## src/bresenham_step_generator_core_assert.svh

```systemverilog
// assertion macros shared by the step generator rtl
`ifndef BRESENHAM_STEP_GENERATOR_CORE_ASSERT_SVH
`define BRESENHAM_STEP_GENERATOR_CORE_ASSERT_SVH

// antecedent holds -> consequent holds in the same cycle
`define BSG_ASSERT_SAME(lbl, clk, rst_n, ante, cons) \
  lbl: assert property (@(posedge clk) disable iff (!rst_n) (ante) |-> (cons)) \
    else $error("same-cycle check failed");

// antecedent holds -> consequent holds in the next cycle
`define BSG_ASSERT_NEXT(lbl, clk, rst_n, ante, cons) \
  lbl: assert property (@(posedge clk) disable iff (!rst_n) (ante) |=> (cons)) \
    else $error("next-cycle check failed");

`endif

```

## src/bsg_pkg.sv

```systemverilog
// ----------------------------------------------------------------------------
// bsg_pkg
// Widths, codes and shared types of the Bresenham step generator.
// ----------------------------------------------------------------------------
`default_nettype none

package bsg_pkg;

  localparam int STEP_W    = 24;
  localparam int POS_W     = 32;
  localparam int CNT_W     = STEP_W + 2;
  localparam int EVT_W     = STEP_W + 1;
  localparam int OUT_POS_W = 32;
  localparam int N_LANES   = 4;
  localparam int N_ES      = 3;
  localparam int N_SW      = 2 * N_ES;

  // item function codes
  localparam logic [1:0] FUNC_TICK  = 2'd0;
  localparam logic [1:0] FUNC_LOAD  = 2'd1;
  localparam logic [1:0] FUNC_CLEAR = 2'd2;

  // configuration register indexes
  localparam int CFG_IDX_W  = 1;
  localparam int CFG_DATA_W = N_SW;
  localparam logic [CFG_IDX_W-1:0] CFG_ENDSTOP_EN  = 1'd0;
  localparam logic [CFG_IDX_W-1:0] CFG_ENDSTOP_INV = 1'd1;

  // per-item control broadcast to every lane
  typedef struct packed {
    logic load;
    logic tick;
    logic clear;
    logic chk_en;
  } lane_ctrl_t;

  // what one lane found this item
  typedef struct packed {
    logic pulse;
    logic hit;
  } lane_stat_t;

  // one result item
  typedef struct packed {
    logic [N_LANES-1:0]                 step_pulses;
    logic [N_LANES-1:0]                 dir_out;
    logic                               move_done;
    logic                               busy_res;
    logic [N_ES-1:0]                    hit_flags;
    logic [N_LANES-1:0][OUT_POS_W-1:0]  pos;
    logic [N_ES-1:0][OUT_POS_W-1:0]     trig;
  } res_t;

endpackage

`default_nettype wire

```

## src/bsg_if.sv

```systemverilog
// ----------------------------------------------------------------------------
// bsg_if
// Valid/ready channels for move items and step result items.
// ----------------------------------------------------------------------------
`default_nettype none

interface bsg_in_if;
  logic                         valid;
  logic                         ready;
  logic [1:0]                   func;
  logic [bsg_pkg::STEP_W-1:0]   axis_steps_x;
  logic [bsg_pkg::STEP_W-1:0]   axis_steps_y;
  logic [bsg_pkg::STEP_W-1:0]   axis_steps_z;
  logic [bsg_pkg::STEP_W-1:0]   axis_steps_e;
  logic [bsg_pkg::STEP_W-1:0]   event_total;
  logic [bsg_pkg::N_LANES-1:0]  move_dirs;
  logic [bsg_pkg::N_SW-1:0]     switch_levels;

  modport source (output valid, func, axis_steps_x, axis_steps_y, axis_steps_z,
                  axis_steps_e, event_total, move_dirs, switch_levels,
                  input ready);
  modport sink   (input valid, func, axis_steps_x, axis_steps_y, axis_steps_z,
                  axis_steps_e, event_total, move_dirs, switch_levels,
                  output ready);
endinterface

interface bsg_out_if;
  logic                           valid;
  logic                           ready;
  logic [bsg_pkg::N_LANES-1:0]    step_pulses;
  logic [bsg_pkg::N_LANES-1:0]    dir_out;
  logic                           move_done;
  logic                           busy_res;
  logic [bsg_pkg::N_ES-1:0]       hit_flags;
  logic [bsg_pkg::OUT_POS_W-1:0]  pos_x;
  logic [bsg_pkg::OUT_POS_W-1:0]  pos_y;
  logic [bsg_pkg::OUT_POS_W-1:0]  pos_z;
  logic [bsg_pkg::OUT_POS_W-1:0]  pos_e;
  logic [bsg_pkg::OUT_POS_W-1:0]  trig_x;
  logic [bsg_pkg::OUT_POS_W-1:0]  trig_y;
  logic [bsg_pkg::OUT_POS_W-1:0]  trig_z;

  modport source (output valid, step_pulses, dir_out, move_done, busy_res, hit_flags,
                  pos_x, pos_y, pos_z, pos_e, trig_x, trig_y, trig_z,
                  input ready);
  modport sink   (input valid, step_pulses, dir_out, move_done, busy_res, hit_flags,
                  pos_x, pos_y, pos_z, pos_e, trig_x, trig_y, trig_z,
                  output ready);
endinterface

`default_nettype wire

```

## src/bsg_lane.sv

```systemverilog
// ----------------------------------------------------------------------------
// bsg_lane
// One axis: error counter, step decision, position and endstop confirmation.
// ----------------------------------------------------------------------------
`default_nettype none

module bsg_lane (
  input  logic                        clk,
  input  logic                        rst_n,
  input  bsg_pkg::lane_ctrl_t         ctrl,
  input  logic [bsg_pkg::STEP_W-1:0]  steps_in,
  input  logic [bsg_pkg::STEP_W-1:0]  total,
  input  logic                        dir_bit,
  input  logic [1:0]                  sw_levels,
  input  logic [1:0]                  sw_invert,
  output bsg_pkg::lane_stat_t         stat,
  output logic [bsg_pkg::POS_W-1:0]   pos_nxt,
  output logic [bsg_pkg::POS_W-1:0]   trig_nxt,
  output logic                        hit_flag_nxt
);
  import bsg_pkg::*;

  logic [STEP_W-1:0] steps_r;
  logic [CNT_W-1:0]  err_r, err_nxt;
  logic [POS_W-1:0]  pos_r, trig_r;
  logic [1:0]        prev_r, prev_nxt;
  logic              hit_flag_r;

  logic [CNT_W-1:0]  err_sum;
  logic [CNT_W-1:0]  err_sub;
  logic [CNT_W-1:0]  half_neg;
  logic              step_ok;
  logic              sw_sel;
  logic              sw_lvl;
  logic              hit;

  // bresenham accumulate and step decision
  assign err_sum  = err_r + CNT_W'(steps_r);
  assign err_sub  = err_sum - CNT_W'(total);
  assign half_neg = CNT_W'(0) - CNT_W'(total >> 1);
  assign step_ok  = (err_sum != '0) && !err_sum[CNT_W-1];

  // endstop in the direction of travel: min when negative
  assign sw_sel = ~dir_bit;
  assign sw_lvl = sw_levels[sw_sel] ^ sw_invert[sw_sel];
  assign hit    = ctrl.tick && ctrl.chk_en && sw_lvl && prev_r[sw_sel] && (steps_r != '0);

  always_comb begin
    err_nxt  = err_r;
    pos_nxt  = pos_r;
    prev_nxt = prev_r;
    if (ctrl.load) begin
      err_nxt = half_neg;
    end else if (ctrl.tick) begin
      err_nxt = step_ok ? err_sub : err_sum;
      if (step_ok) begin
        pos_nxt = dir_bit ? pos_r - POS_W'(1) : pos_r + POS_W'(1);
      end
      if (ctrl.chk_en) begin
        prev_nxt[sw_sel] = sw_lvl;
      end
    end
  end

  assign trig_nxt     = hit ? pos_r : trig_r;
  assign hit_flag_nxt = ctrl.clear ? 1'b0 : (hit_flag_r | hit);

  assign stat.pulse = ctrl.tick && step_ok;
  assign stat.hit   = hit;

  // move step count, written on load
  always_ff @(posedge clk) begin
    if (ctrl.load) begin
      steps_r <= steps_in;
    end
  end

  always_ff @(posedge clk) begin
    if (!rst_n) begin
      err_r      <= '0;
      pos_r      <= '0;
      trig_r     <= '0;
      prev_r     <= '0;
      hit_flag_r <= 1'b0;
    end else begin
      err_r      <= err_nxt;
      pos_r      <= pos_nxt;
      trig_r     <= trig_nxt;
      prev_r     <= prev_nxt;
      hit_flag_r <= hit_flag_nxt;
    end
  end

endmodule

`default_nettype wire

```

## src/bsg_merge.sv

```systemverilog
// ----------------------------------------------------------------------------
// bsg_merge
// Combines lane findings into one result item and buffers it in two slots.
// ----------------------------------------------------------------------------
`default_nettype none

module bsg_merge (
  input  logic                                                clk,
  input  logic                                                rst_n,
  input  logic                                                push,
  input  bsg_pkg::lane_stat_t [bsg_pkg::N_LANES-1:0]          stat,
  input  logic [bsg_pkg::N_LANES-1:0]                         dir_out,
  input  logic                                                move_done,
  input  logic                                                busy_res,
  input  logic [bsg_pkg::N_ES-1:0]                            hit_flags,
  input  logic [bsg_pkg::N_LANES-1:0][bsg_pkg::POS_W-1:0]     pos,
  input  logic [bsg_pkg::N_ES-1:0][bsg_pkg::POS_W-1:0]        trig,
  output logic                                                any_hit,
  output logic                                                push_ready,
  bsg_out_if.source                                           out_ch
);
  import bsg_pkg::*;

  res_t res;
  res_t main_r, skid_r;
  logic main_v_r, skid_v_r;
  logic pop;

  // any lane saw a confirmed endstop
  always_comb begin
    any_hit = 1'b0;
    for (int i = 0; i < N_LANES; i++) begin
      any_hit = any_hit | stat[i].hit;
    end
  end

  // gather pulses and positions across lanes
  always_comb begin
    for (int i = 0; i < N_LANES; i++) begin
      res.step_pulses[i] = stat[i].pulse;
      res.pos[i]         = OUT_POS_W'(signed'(pos[i]));
    end
    for (int i = 0; i < N_ES; i++) begin
      res.trig[i] = OUT_POS_W'(signed'(trig[i]));
    end
    res.dir_out   = dir_out;
    res.move_done = move_done;
    res.busy_res  = busy_res;
    res.hit_flags = hit_flags;
  end

  assign pop        = main_v_r && out_ch.ready;
  assign push_ready = !skid_v_r;

  // output slot plus skid slot
  always_ff @(posedge clk) begin
    if (!rst_n) begin
      main_v_r <= 1'b0;
      skid_v_r <= 1'b0;
    end else if (!main_v_r || pop) begin
      if (skid_v_r) begin
        main_v_r <= 1'b1;
        skid_v_r <= 1'b0;
      end else begin
        main_v_r <= push;
      end
    end else if (push) begin
      skid_v_r <= 1'b1;
    end
  end

  always_ff @(posedge clk) begin
    if (!main_v_r || pop) begin
      if (skid_v_r) begin
        main_r <= skid_r;
      end else if (push) begin
        main_r <= res;
      end
    end else if (push) begin
      skid_r <= res;
    end
  end

  assign out_ch.valid       = main_v_r;
  assign out_ch.step_pulses = main_r.step_pulses;
  assign out_ch.dir_out     = main_r.dir_out;
  assign out_ch.move_done   = main_r.move_done;
  assign out_ch.busy_res    = main_r.busy_res;
  assign out_ch.hit_flags   = main_r.hit_flags;
  assign out_ch.pos_x       = main_r.pos[0];
  assign out_ch.pos_y       = main_r.pos[1];
  assign out_ch.pos_z       = main_r.pos[2];
  assign out_ch.pos_e       = main_r.pos[3];
  assign out_ch.trig_x      = main_r.trig[0];
  assign out_ch.trig_y      = main_r.trig[1];
  assign out_ch.trig_z      = main_r.trig[2];

endmodule

`default_nettype wire

```

## src/bresenham_step_generator_core.sv

```systemverilog
// ----------------------------------------------------------------------------
// bresenham_step_generator_core
// Four-axis Bresenham step generator with endstop monitoring.
// ----------------------------------------------------------------------------
// Usage:
//   in_ch carries one item per handshake: a load (starts a move when idle),
//   a tick (one step event of the active move) or a clear of the hit flags.
//   out_ch returns exactly one result item per input item, in order: the
//   step pulses of that tick, direction, done/busy status, sticky hit flags
//   and the signed axis and trigger positions after the item.
//   cfg_we/cfg_idx/cfg_data write the endstop enable (index 0) and the
//   per-switch inversion bits (index 1); write only while the block is idle.
// Result path and throughput:
//   a result is registered in the result slot, or the skid slot if it is held;
//   one item per cycle is sustained while out_ch takes results, set by the
//   four axis lanes updating error counter, position and endstop check at once.
// Reset and stall:
//   rst_n (synchronous, active low) clears positions, counters, hit flags and
//   the move, and sets the enable and inversion registers to all ones.
//   A result slot and a skid slot sit at the output; with both full, in_ch
//   ready drops until out_ch takes an item, and nothing is lost.
// ----------------------------------------------------------------------------
`default_nettype none

module bresenham_step_generator_core (
  input  logic                            clk,
  input  logic                            rst_n,
  bsg_in_if.sink                          in_ch,
  bsg_out_if.source                       out_ch,
  input  logic                            cfg_we,
  input  logic [bsg_pkg::CFG_IDX_W-1:0]   cfg_idx,
  input  logic [bsg_pkg::CFG_DATA_W-1:0]  cfg_data
);
  import bsg_pkg::*;

  `include "bresenham_step_generator_core_assert.svh"

  // configuration registers
  logic            chk_en_r;
  logic [N_SW-1:0] inv_r;

  always_ff @(posedge clk) begin
    if (!rst_n) begin
      chk_en_r <= 1'b1;
      inv_r    <= '1;
    end else if (cfg_we) begin
      unique case (cfg_idx)
        CFG_ENDSTOP_EN:  chk_en_r <= cfg_data[0];
        CFG_ENDSTOP_INV: inv_r    <= cfg_data;
        default: ;
      endcase
    end
  end

  // move control state
  logic               active_r, active_nxt;
  logic [N_LANES-1:0] dir_r, dir_nxt;
  logic [STEP_W-1:0]  total_r;
  logic [EVT_W-1:0]   events_r, events_nxt, events_inc;

  logic       accept, push_ready, any_hit, done;
  lane_ctrl_t ctrl;
  logic [STEP_W-1:0] total;

  lane_stat_t [N_LANES-1:0]            stat;
  logic [N_LANES-1:0][POS_W-1:0]       pos_nxt;
  logic [N_LANES-1:0][POS_W-1:0]       trig_nxt;
  logic [N_LANES-1:0]                  flag_nxt;
  logic [N_LANES-1:0][STEP_W-1:0]      steps_in;
  logic [N_LANES-1:0][1:0]             lane_lvl;
  logic [N_LANES-1:0][1:0]             lane_inv;

  assign in_ch.ready = push_ready;
  assign accept      = in_ch.valid && in_ch.ready;

  // item decode into lane control
  assign ctrl.load   = accept && (in_ch.func == FUNC_LOAD) && !active_r;
  assign ctrl.tick   = accept && (in_ch.func == FUNC_TICK) && active_r;
  assign ctrl.clear  = accept && (in_ch.func == FUNC_CLEAR);
  assign ctrl.chk_en = chk_en_r;

  assign total = ctrl.load ? in_ch.event_total : total_r;

  assign steps_in[0] = in_ch.axis_steps_x;
  assign steps_in[1] = in_ch.axis_steps_y;
  assign steps_in[2] = in_ch.axis_steps_z;
  assign steps_in[3] = in_ch.axis_steps_e;

  // switch pairs per axis; the extruder has none
  always_comb begin
    for (int i = 0; i < N_LANES; i++) begin
      lane_lvl[i] = 2'b00;
      lane_inv[i] = 2'b00;
    end
    for (int i = 0; i < N_ES; i++) begin
      lane_lvl[i] = in_ch.switch_levels[2*i +: 2];
      lane_inv[i] = inv_r[2*i +: 2];
    end
  end

  // axis lanes
  for (genvar g = 0; g < N_LANES; g++) begin : g_lane
    bsg_lane u_lane (
      .clk          (clk),
      .rst_n        (rst_n),
      .ctrl         (ctrl),
      .steps_in     (steps_in[g]),
      .total        (total),
      .dir_bit      (dir_r[g]),
      .sw_levels    (lane_lvl[g]),
      .sw_invert    (lane_inv[g]),
      .stat         (stat[g]),
      .pos_nxt      (pos_nxt[g]),
      .trig_nxt     (trig_nxt[g]),
      .hit_flag_nxt (flag_nxt[g])
    );
  end

  // event count and end of move
  assign events_inc = events_r + EVT_W'(1);
  assign done       = ctrl.tick && (any_hit || (events_inc >= EVT_W'(total_r)));

  always_comb begin
    active_nxt = active_r;
    dir_nxt    = dir_r;
    events_nxt = events_r;
    if (ctrl.load) begin
      active_nxt = 1'b1;
      dir_nxt    = in_ch.move_dirs;
      events_nxt = '0;
    end else if (ctrl.tick) begin
      events_nxt = events_inc;
      if (done) begin
        active_nxt = 1'b0;
      end
    end
  end

  always_ff @(posedge clk) begin
    if (!rst_n) begin
      active_r <= 1'b0;
      dir_r    <= '0;
      events_r <= '0;
    end else begin
      active_r <= active_nxt;
      dir_r    <= dir_nxt;
      events_r <= events_nxt;
    end
  end

  always_ff @(posedge clk) begin
    if (ctrl.load) begin
      total_r <= in_ch.event_total;
    end
  end

  // merge lanes into the result item
  bsg_merge u_merge (
    .clk        (clk),
    .rst_n      (rst_n),
    .push       (accept),
    .stat       (stat),
    .dir_out    (dir_nxt),
    .move_done  (done),
    .busy_res   (active_nxt),
    .hit_flags  (flag_nxt[N_ES-1:0]),
    .pos        (pos_nxt),
    .trig       (trig_nxt[N_ES-1:0]),
    .any_hit    (any_hit),
    .push_ready (push_ready),
    .out_ch     (out_ch)
  );

  // checks
  `BSG_ASSERT_NEXT(a_done_ends_move, clk, rst_n, done, !active_r)
  `BSG_ASSERT_NEXT(a_load_starts_move, clk, rst_n, ctrl.load, active_r && (events_r == '0))
  `BSG_ASSERT_SAME(a_stall_means_full, clk, rst_n, !in_ch.ready, out_ch.valid)
  `BSG_ASSERT_SAME(a_done_not_busy, clk, rst_n, out_ch.valid && out_ch.move_done,
                   !out_ch.busy_res)

endmodule

`default_nettype wire

```

## src/flat_wrapper.sv

```systemverilog
// flat-port wrapper written by rule: the top's interface ports become plain ports
module bresenham_step_generator_core_flat import bsg_pkg::*;
  (clk, rst_n, cfg_we, cfg_idx, cfg_data, in_ch_valid, in_ch_func, in_ch_axis_steps_x, in_ch_axis_steps_y, in_ch_axis_steps_z, in_ch_axis_steps_e, in_ch_event_total, in_ch_move_dirs, in_ch_switch_levels, in_ch_ready, out_ch_valid, out_ch_step_pulses, out_ch_dir_out, out_ch_move_done, out_ch_busy_res, out_ch_hit_flags, out_ch_pos_x, out_ch_pos_y, out_ch_pos_z, out_ch_pos_e, out_ch_trig_x, out_ch_trig_y, out_ch_trig_z, out_ch_ready);
  bsg_in_if in_ch_i ();
  bsg_out_if out_ch_i ();
  input  logic clk;
  input  logic rst_n;
  input  logic cfg_we;
  input  logic [bsg_pkg::CFG_IDX_W-1:0] cfg_idx;
  input  logic [bsg_pkg::CFG_DATA_W-1:0] cfg_data;
  input wire logic [$bits(in_ch_i.valid)-1:0] in_ch_valid;
  input wire logic [$bits(in_ch_i.func)-1:0] in_ch_func;
  input wire logic [$bits(in_ch_i.axis_steps_x)-1:0] in_ch_axis_steps_x;
  input wire logic [$bits(in_ch_i.axis_steps_y)-1:0] in_ch_axis_steps_y;
  input wire logic [$bits(in_ch_i.axis_steps_z)-1:0] in_ch_axis_steps_z;
  input wire logic [$bits(in_ch_i.axis_steps_e)-1:0] in_ch_axis_steps_e;
  input wire logic [$bits(in_ch_i.event_total)-1:0] in_ch_event_total;
  input wire logic [$bits(in_ch_i.move_dirs)-1:0] in_ch_move_dirs;
  input wire logic [$bits(in_ch_i.switch_levels)-1:0] in_ch_switch_levels;
  output wire logic [$bits(in_ch_i.ready)-1:0] in_ch_ready;
  output wire logic [$bits(out_ch_i.valid)-1:0] out_ch_valid;
  output wire logic [$bits(out_ch_i.step_pulses)-1:0] out_ch_step_pulses;
  output wire logic [$bits(out_ch_i.dir_out)-1:0] out_ch_dir_out;
  output wire logic [$bits(out_ch_i.move_done)-1:0] out_ch_move_done;
  output wire logic [$bits(out_ch_i.busy_res)-1:0] out_ch_busy_res;
  output wire logic [$bits(out_ch_i.hit_flags)-1:0] out_ch_hit_flags;
  output wire logic [$bits(out_ch_i.pos_x)-1:0] out_ch_pos_x;
  output wire logic [$bits(out_ch_i.pos_y)-1:0] out_ch_pos_y;
  output wire logic [$bits(out_ch_i.pos_z)-1:0] out_ch_pos_z;
  output wire logic [$bits(out_ch_i.pos_e)-1:0] out_ch_pos_e;
  output wire logic [$bits(out_ch_i.trig_x)-1:0] out_ch_trig_x;
  output wire logic [$bits(out_ch_i.trig_y)-1:0] out_ch_trig_y;
  output wire logic [$bits(out_ch_i.trig_z)-1:0] out_ch_trig_z;
  input wire logic [$bits(out_ch_i.ready)-1:0] out_ch_ready;
  assign in_ch_i.valid = in_ch_valid;
  assign in_ch_i.func = in_ch_func;
  assign in_ch_i.axis_steps_x = in_ch_axis_steps_x;
  assign in_ch_i.axis_steps_y = in_ch_axis_steps_y;
  assign in_ch_i.axis_steps_z = in_ch_axis_steps_z;
  assign in_ch_i.axis_steps_e = in_ch_axis_steps_e;
  assign in_ch_i.event_total = in_ch_event_total;
  assign in_ch_i.move_dirs = in_ch_move_dirs;
  assign in_ch_i.switch_levels = in_ch_switch_levels;
  assign in_ch_ready = in_ch_i.ready;
  assign out_ch_valid = out_ch_i.valid;
  assign out_ch_step_pulses = out_ch_i.step_pulses;
  assign out_ch_dir_out = out_ch_i.dir_out;
  assign out_ch_move_done = out_ch_i.move_done;
  assign out_ch_busy_res = out_ch_i.busy_res;
  assign out_ch_hit_flags = out_ch_i.hit_flags;
  assign out_ch_pos_x = out_ch_i.pos_x;
  assign out_ch_pos_y = out_ch_i.pos_y;
  assign out_ch_pos_z = out_ch_i.pos_z;
  assign out_ch_pos_e = out_ch_i.pos_e;
  assign out_ch_trig_x = out_ch_i.trig_x;
  assign out_ch_trig_y = out_ch_i.trig_y;
  assign out_ch_trig_z = out_ch_i.trig_z;
  assign out_ch_i.ready = out_ch_ready;
  bresenham_step_generator_core u_core (.clk(clk), .rst_n(rst_n), .in_ch(in_ch_i), .out_ch(out_ch_i), .cfg_we(cfg_we), .cfg_idx(cfg_idx), .cfg_data(cfg_data));
endmodule
```

## config.mk

```make
export PLATFORM = sky130hd
export DESIGN_NAME = bresenham_step_generator_core_flat
export DESIGN_NICKNAME = d
export VERILOG_FILES = /design/src/bsg_pkg.sv /design/src/bsg_if.sv /design/src/bsg_lane.sv /design/src/bsg_merge.sv /design/src/bresenham_step_generator_core.sv /design/src/flat_wrapper.sv
export VERILOG_INCLUDE_DIRS = /design/src /design/src/src
export SDC_FILE = /design/constraint.sdc
export NUM_CORES = 2
export LEC_CHECK = 0
export ABC_AREA = 1
export BUFFER_PORTS_ARGS = -buffer_cell sky130_fd_sc_hd__buf_4
export CAP_MARGIN = 30
export CORE_ASPECT_RATIO = 1.25
export CORE_MARGIN = 3
export CORE_UTILIZATION = 56
export DETAILED_ROUTE_END_ITERATION = 10
export PLACE_DENSITY = 0.78
export RECOVER_POWER = 50
export SLEW_MARGIN = 20
export SYNTH_ARGS = -nofsm -noshare
export SYNTH_HDL_FRONTEND = slang
export SYNTH_SLANG_ARGS = --single-unit
```

## constraint.sdc

```tcl
create_clock -name clk -period 14.5 [get_ports clk]
set_clock_uncertainty 0.15 [all_clocks]
set_input_delay 2.9 -clock clk [delete_from_list [all_inputs] [get_ports clk]]
set_output_delay 2.9 -clock clk [all_outputs]
set_load 0.03 [all_outputs]
```

* Word level (Yosys, flattened, before mapping) *
Cells that the tools add are included.
W data, S select, Z words.

operators by class
  order comparisons = 7
  add/subtract/negate cells = 18
  eq/ne operators = 2
  multiplexer cells = 69
  bitwise logic cells = 15
  reductions and logical operators = 55

operator list
  cell                     count
  $mux W32                 19
  $mux W237                2
  $mux W26                 12
  $add A32 B1 Y32 const B  4
  $sub A32 B1 Y32 const B  4
  $add A26 B24 Y26         4
  $reduce_bool A26 Y1      4
  $sub A26 B24 Y26         4
  $reduce_bool A24 Y1      3
  $logic_and A1 B1 Y1      29
  $mux W1                  28
  $add A25 B1 Y25 const B  1
  $ge A25 B24 Y1           1
  $mux W24                 1
  $sub A1 B23 Y24 const A  1
  $reduce_and A2 Y1        4
  $logic_not A1 Y1         7
  $not A1 Y1               7
  $bwmux W2                3
  $lt A1 B2 Y1 const B     3
  $or A1 B1 Y1             5
  $mux W4                  1
  $reduce_bool A2 Y1       2
  $reduce_or A2 Y1         2
  other kinds (8)          15

storage, ports and cells
  register bits after elaboration = 970
  output and inout port bits = 239
  word-level logic and storage cells = 219
  input port bits = 144

* Depth between registers and ports, before layout *
  depth in word-level cells = 17
  mapped depth = 27
  gate-level depth less buffers = 27

* Modules after synthesis *
From an unflattened synthesis, not the netlist that was laid out.

unflattened totals
  cell total of the unflattened synthesis = 8049
  area total of the unflattened synthesis = 61818.0 um^2

by module, submodules not included
  module                              cells each  area an instance (um^2)  sequential area each (um^2)  instances
  bsg_merge                           1252        17475.5                  14273.7                      1
  bsg_lane (u_core.g_lane[1].u_lane)  1676        10641.5                  2582.5                       1
  bsg_lane (u_core.g_lane[0].u_lane)  1560        10148.5                  2582.5                       1
  bsg_lane (u_core.g_lane[3].u_lane)  1534        10083.4                  2582.5                       1
  bsg_lane (u_core.g_lane[2].u_lane)  1538        10014.6                  2582.5                       1
  bresenham_step_generator_core       489         3454.6                   1221.2                       1

* Least setup slack after synthesis *
Ideal clock, no wire load.

  kind = input to register
  start = input out_ch_ready
  end = register u_core.u_merge.skid_r[0] (netlist name) (enable)
  setup time = 0.839 ns
  arrival time = 12.936 ns
  slack = 0.575 ns
  data required time = 13.511 ns
  path buffers = 0
  stages = 3
  path through = nor2_1 > inv_1 > nor2_1

on the way
  cells in the longest elaborated chain, start to end = 4

ends and longest elaborated chain
  what                                line                source
  from (decl)                         flat_wrapper.sv:34  input wire logic [$bits(out_ch_i.ready)-1:0] out_ch_ready;
  $logic_and A1 B1 Y1                 bsg_merge.sv:52     assign pop = main_v_r && out_ch.ready;
  $logic_or A1 B1 Y1                  bsg_merge.sv:73     if (!main_v_r || pop) begin
  $not A1 Y1 (no source line)         -
  $reduce_and A2 Y1 (no source line)  -
  to (signal assigned)                bsg_merge.sv:80     skid_r <= res;
  to (decl)                           bsg_merge.sv:25     res_t main_r, skid_r;

Every way passes these cells.
A chain may end at the register's enable or synchronous reset.

* Worst setup path in the final report *
  start = input in_ch_valid
  end = register u_core.g_lane[2].u_lane.err_r[22]

on the way
  cells in the longest elaborated chain, start to end = 8
  elaborated cells on any way between the ends = 12
  those cells by class = add/sub (2); mux (4); reduce/logical (6)

ends and longest elaborated chain
  what                               line                                 source
  from (decl)                        flat_wrapper.sv:11                   input wire logic [$bits(in_ch_i.valid)-1:0] in_ch_valid;
  $logic_and A1 B1 Y1 (*)            bresenham_step_generator_core.sv:74  assign accept = in_ch.valid && in_ch.ready;
  $logic_and A1 B1 Y1 (2 in series)  bresenham_step_generator_core.sv:77  assign ctrl.load = accept && (in_ch.func == FUNC_LOAD) && !active_r;
  $mux W24                           -
  $sub A26 B24 Y26                   bsg_lane.sv:39                       assign err_sub = err_sum - CNT_W'(total);
  $mux W26                           bsg_lane.sv:55                       err_nxt = step_ok ? err_sub : err_sum;
  $mux W26                           bsg_lane.sv:54                       end else if (ctrl.tick) begin
  $mux W26                           bsg_lane.sv:52                       if (ctrl.load) begin
  to (signal assigned)               bsg_lane.sv:86                       err_r <= err_nxt;
  to (decl)                          bsg_lane.sv:24                       logic [CNT_W-1:0] err_r, err_nxt;

Every way passes the cells marked *; elsewhere a longest branch is shown, timed or not. The select of a mux whose other input is x is not followed.

==> results summary <==
The final reports fail on capacitance limit, slew limit. The gate count after technology mapping came out at 7545. The count of boundary I/O pins came out at 383. The clock latency on the worst-skew pair came out at 0.72 ns. The final standard cell count with taps included and fillers excluded came out at 9296. The worst hold path begins at u_core.g_lane[0].u_lane.err_r[23].

The count of final max-slew check failures was 850. The cell area that synthesis handed to floorplanning was 0.0579 sq mm. The root buffer cell chosen for the clock tree is clkbuf_16. The initial detailed-routing violation count is 4428. The required time at the worst-slack endpoint came out at 14.99 ns. The final cycle utilization of the critical path came out at 71.8%.

The maximum clock insertion buffer count is 3. The iteration count of the initial detailed-routing pass came out at 6. The share of the Yosys chip area taken by registers is 43.4%. The element type at the critical path end is a flip-flop.

For flop-to-flop paths, the worst setup slack is 5.80 ns. The sum of net half-perimeters after detailed placement is 137 mm. The final design area excluding fillers is 0.0645 sq mm. The TritonCTS clock tree is built. For the pin with the worst max-slew slack, the measured transition is 4.52 ns. The worst hold path passes through 2 cells.

Averaged over all synthesized cells, the footprint is 7.67 sq um. For this design the static power due to leakage is 29.4 nW. The total grt overflow is 0. The share of flip-flops with an asynchronous set or reset after synthesis is 0%.

In this run the post-CTS setup repair buffer count came out at 0. The critical path is of the in2reg type. The post-synthesis sequential element count is 970. The starting density of the core came out at 56.6%.

The largest total area in the synthesized netlist belongs to edfxtp_1. In the synthesized netlist, the cells that appear most often are nand2_1 (2176), inv_1 (936), nor2_1 (633), edfxtp_1 (570), a21oi_1 (536). The quantity of gates resized following cts came out at 0. The number of enable flip-flop cells after synthesis came out at 570.

The worst pin sits at a relative slew slack of -202%. The number of cells in the design after placement came out at 9108. The endpoint identified for the worst register-to-register timing path is u_core.g_lane[2].u_lane.err_r[22]. The number of hold-slack violations in the final timing report came out at 0. The sum of routed wire length over all layers is 186 mm. The net count after synthesis is 8039.

Counting cells, the worst reg-to-reg path comes to 19. The worst hold path belongs to the class reg2reg. The die outline height is 365 microns. After clock tree synthesis, the clock-pin slew on the worst setup and hold paths is 0.06 ns.

The maximum fanout count along the critical path came out at 65. The cell row count is 131. For the final routed database, the setup TNS stands at 0 ns. Global routing used 33.8% of the available tracks across all layers. The number of H-tree branching levels came out at 3. The area growth from synthesis to layout is 11.5%. The most instantiated library cell after synthesis is nand2_1. The placement-stage cell area is 0.0621 sq mm.

The global-route wire length before repair is 282 mm. The number of distinct library cells after synthesis is 64. For hold timing, the worst endpoint is u_core.g_lane[0].u_lane.err_r[23]. The critical path data arrival time came out at 10.90 ns. Setup repair after global routing left no endpoint under its margin. The number of buffers inserted for hold repair after clock tree synthesis came out at 0. The number of antenna violations at the first check in global routing came out at 1.

The post-detailed-route via-to-cell ratio is 5.64. The flow ran to the end, but the final reports show violations. The overall die width is 294 microns. The total setup violations reported at the end of the flow came out at 0. The weighted congestion reported at the end of routability-driven placement is 1.00.

For this run, design rule violations remaining after detail routing come to 0. After synthesis, the cell types taking the most area are edfxtp_1 (30%), nand2_1 (14%), dfxtp_1 (14%). The TritonCTS buffer count is 97.

Entering global routing, the biggest net connects 180 pins. The number of sinks on the clock net is 970. The via count came out at 52400. Dividing the detail-routed wire length by the instance count gives 20.0 microns. The share of cells above drive strength 1 is 6.10%. The area share of the leading cell type in the synthesized netlist is 29.6%. The number of global-route vias before repair is 50000. The count of input and output buffers is 382. The tool flagged a number of max-cap violations equal to 17. The fmax is 0.0961 GHz. The area inside the core boundary came out at 0.102 sq mm. The number of synthesis warnings came out at 0. The kind of start point of the critical path is an input port. The die covers 0.107 sq mm. The startpoint of the lowest-slack register-to-register path is u_core.u_merge.skid_v_r.

The final layout contains 8375 nets. The antenna violation net count after detailed routing came out at 0. IR analysis of the VDD net gives a maximum drop of 0.000121 V. The most used flip-flop cell after synthesis is edfxtp_1. The post-layout minimum cycle time is 10.41 ns. The power density over cell area is 118 mW/mm^2.
## sequential cells by signal, indices dropped and copies added, names as in the netlist, 3 cells and up
signal                             count
u_core.u_merge.skid_r                237
u_core.g_lane.u_lane.pos_r           128
u_core.g_lane.u_lane.err_r           104
u_core.g_lane.u_lane.steps_r          96
u_core.g_lane.u_lane.trig_r           96
u_core.u_merge.out_ch.pos_e           32
u_core.u_merge.out_ch.pos_x           32
u_core.u_merge.out_ch.pos_y           32
u_core.u_merge.out_ch.pos_z           32
u_core.u_merge.out_ch.trig_x          32
u_core.u_merge.out_ch.trig_y          32
u_core.u_merge.out_ch.trig_z          32
u_core.events_r                       25
u_core.total_r                        24
u_core.g_lane.u_lane.prev_r            6
u_core.inv_r                           6
u_core.dir_r                           4
u_core.u_merge.out_ch.dir_out          4
u_core.u_merge.out_ch.step_pulses      4
u_core.g_lane.u_lane.hit_flag_r        3
u_core.u_merge.out_ch.hit_flags        3
## per-layer routing
layer  track usage [%]  wire length, microns  up-vias
met5                 0                     0        -
met4              18.7                 11400        0
met3              4.07                 12200      444
met2              58.1                 88300     1912
met1              41.4                 73800    24500
li1                  -                     -    25500
## worst max-delay path by stage
stage	startpoint	slack, ns	endpoint	cells past startpoint
final	in_ch_valid	4.09	u_core.g_lane[2].u_lane.err_r[22]	19
after CTS	in_ch_valid	7.58	u_core.g_lane[3].u_lane.err_r[12]	19
after global routing	rst_n	3.69	u_core.g_lane[3].u_lane.pos_r[3]	5
after global placement	in_ch_valid	6.91	u_core.u_merge.out_ch.hit_flags[0]	11
after detailed placement	in_ch_valid	6.83	u_core.g_lane[3].u_lane.err_r[12]	19
after floorplan	out_ch_ready	0.58	u_core.u_merge.skid_r[0]	3
## through the flow
step                setup slack [ns]  util (%)  total power [mW]  hold slack (ns)
floorplan                      0.575         -              4.45            0.290
global placement                6.91      60.6              4.97            0.305
detailed placement              6.83      60.7              4.98            0.323
CTS                             7.58      64.1              7.66            0.333
global route                    3.69      63.1              7.96            0.359
finish                          4.09      63.1              7.62            0.338
## cells in the final DEF, fill, tap and decap left out, types with 35 or more instances in the layout
cell       count
inv_1        936
ha_1         338
xnor2_1      104
nor4_1        35
nand3b_1      40
edfxtp_1     570
clkbuf_4      90
o21bai_1      38
nand2_1     2177
buf_4         73
o21ai_0      520
a21oi_1      533
nand3_1      427
o21ai_2       41
clkbuf_1     278
nor2_1       634
or2_2         36
clkbuf_16    100
nand4_1       70
dfxtp_1      399
xor2_1       143
nor3_1        85
## worst max-delay path, stage by stage
cell	delay, ns
clkbuf_1	0.15
nand2_1	0.39
nor3_1	0.17
nand2_4	0.16
clkbuf_1	2.44
o21ai_0	2.05
ha_1	0.93
nand2_1	0.15
nor2_1	0.22
inv_1	0.08
nor3_1	0.22
nand4_1	0.13
nand3_1	0.17
a21oi_1	0.11
xnor2_1	0.14
nand3_1	0.08
nand2_1	0.10
nand2_1	0.05
a21oi_1	0.16
## layout make-up
class	count	area, sq um
antenna	1	2.50
clock buffer	132	2760
clock inverter	51	673
fill	9255	37700
inverter	968	3640
multi-input combinational	5412	28300
sequential	970	25100
tap	1330	1660
timing repair buffer	432	2400
## logic make-up (layout without fill, tap and decap cells)
family | Yosys count | after routing | synth area share, %
and+or+nand+nor | 3547 | 3547 | 25.3
AOI/OAI and AO/OA | 1264 | 1264 | 11.9
buffers and inverters | 1163 | 1583 | 7.78
DFF | 970 | 970 | 43.4
adders and majority gates | 350 | 350 | 7.72
xor gates and xnor gates | 250 | 250 | 3.83
muxes | 1 | 1 | 0.0173
other | 0 | 1 | 0
## where the power goes
| group | leakage [nW] | switching, mW | internal (mW) |
|---|---|---|---|
| registers | 8.75 | 0.0559 | 3.02 |
| logic | 19.0 | 1.24 | 0.612 |
| clock network | 1.65 | 1.16 | 1.53 |
| total | 29.4 | 2.45 | 5.17 |
Note: power is estimated with default switching activity, not from simulation.
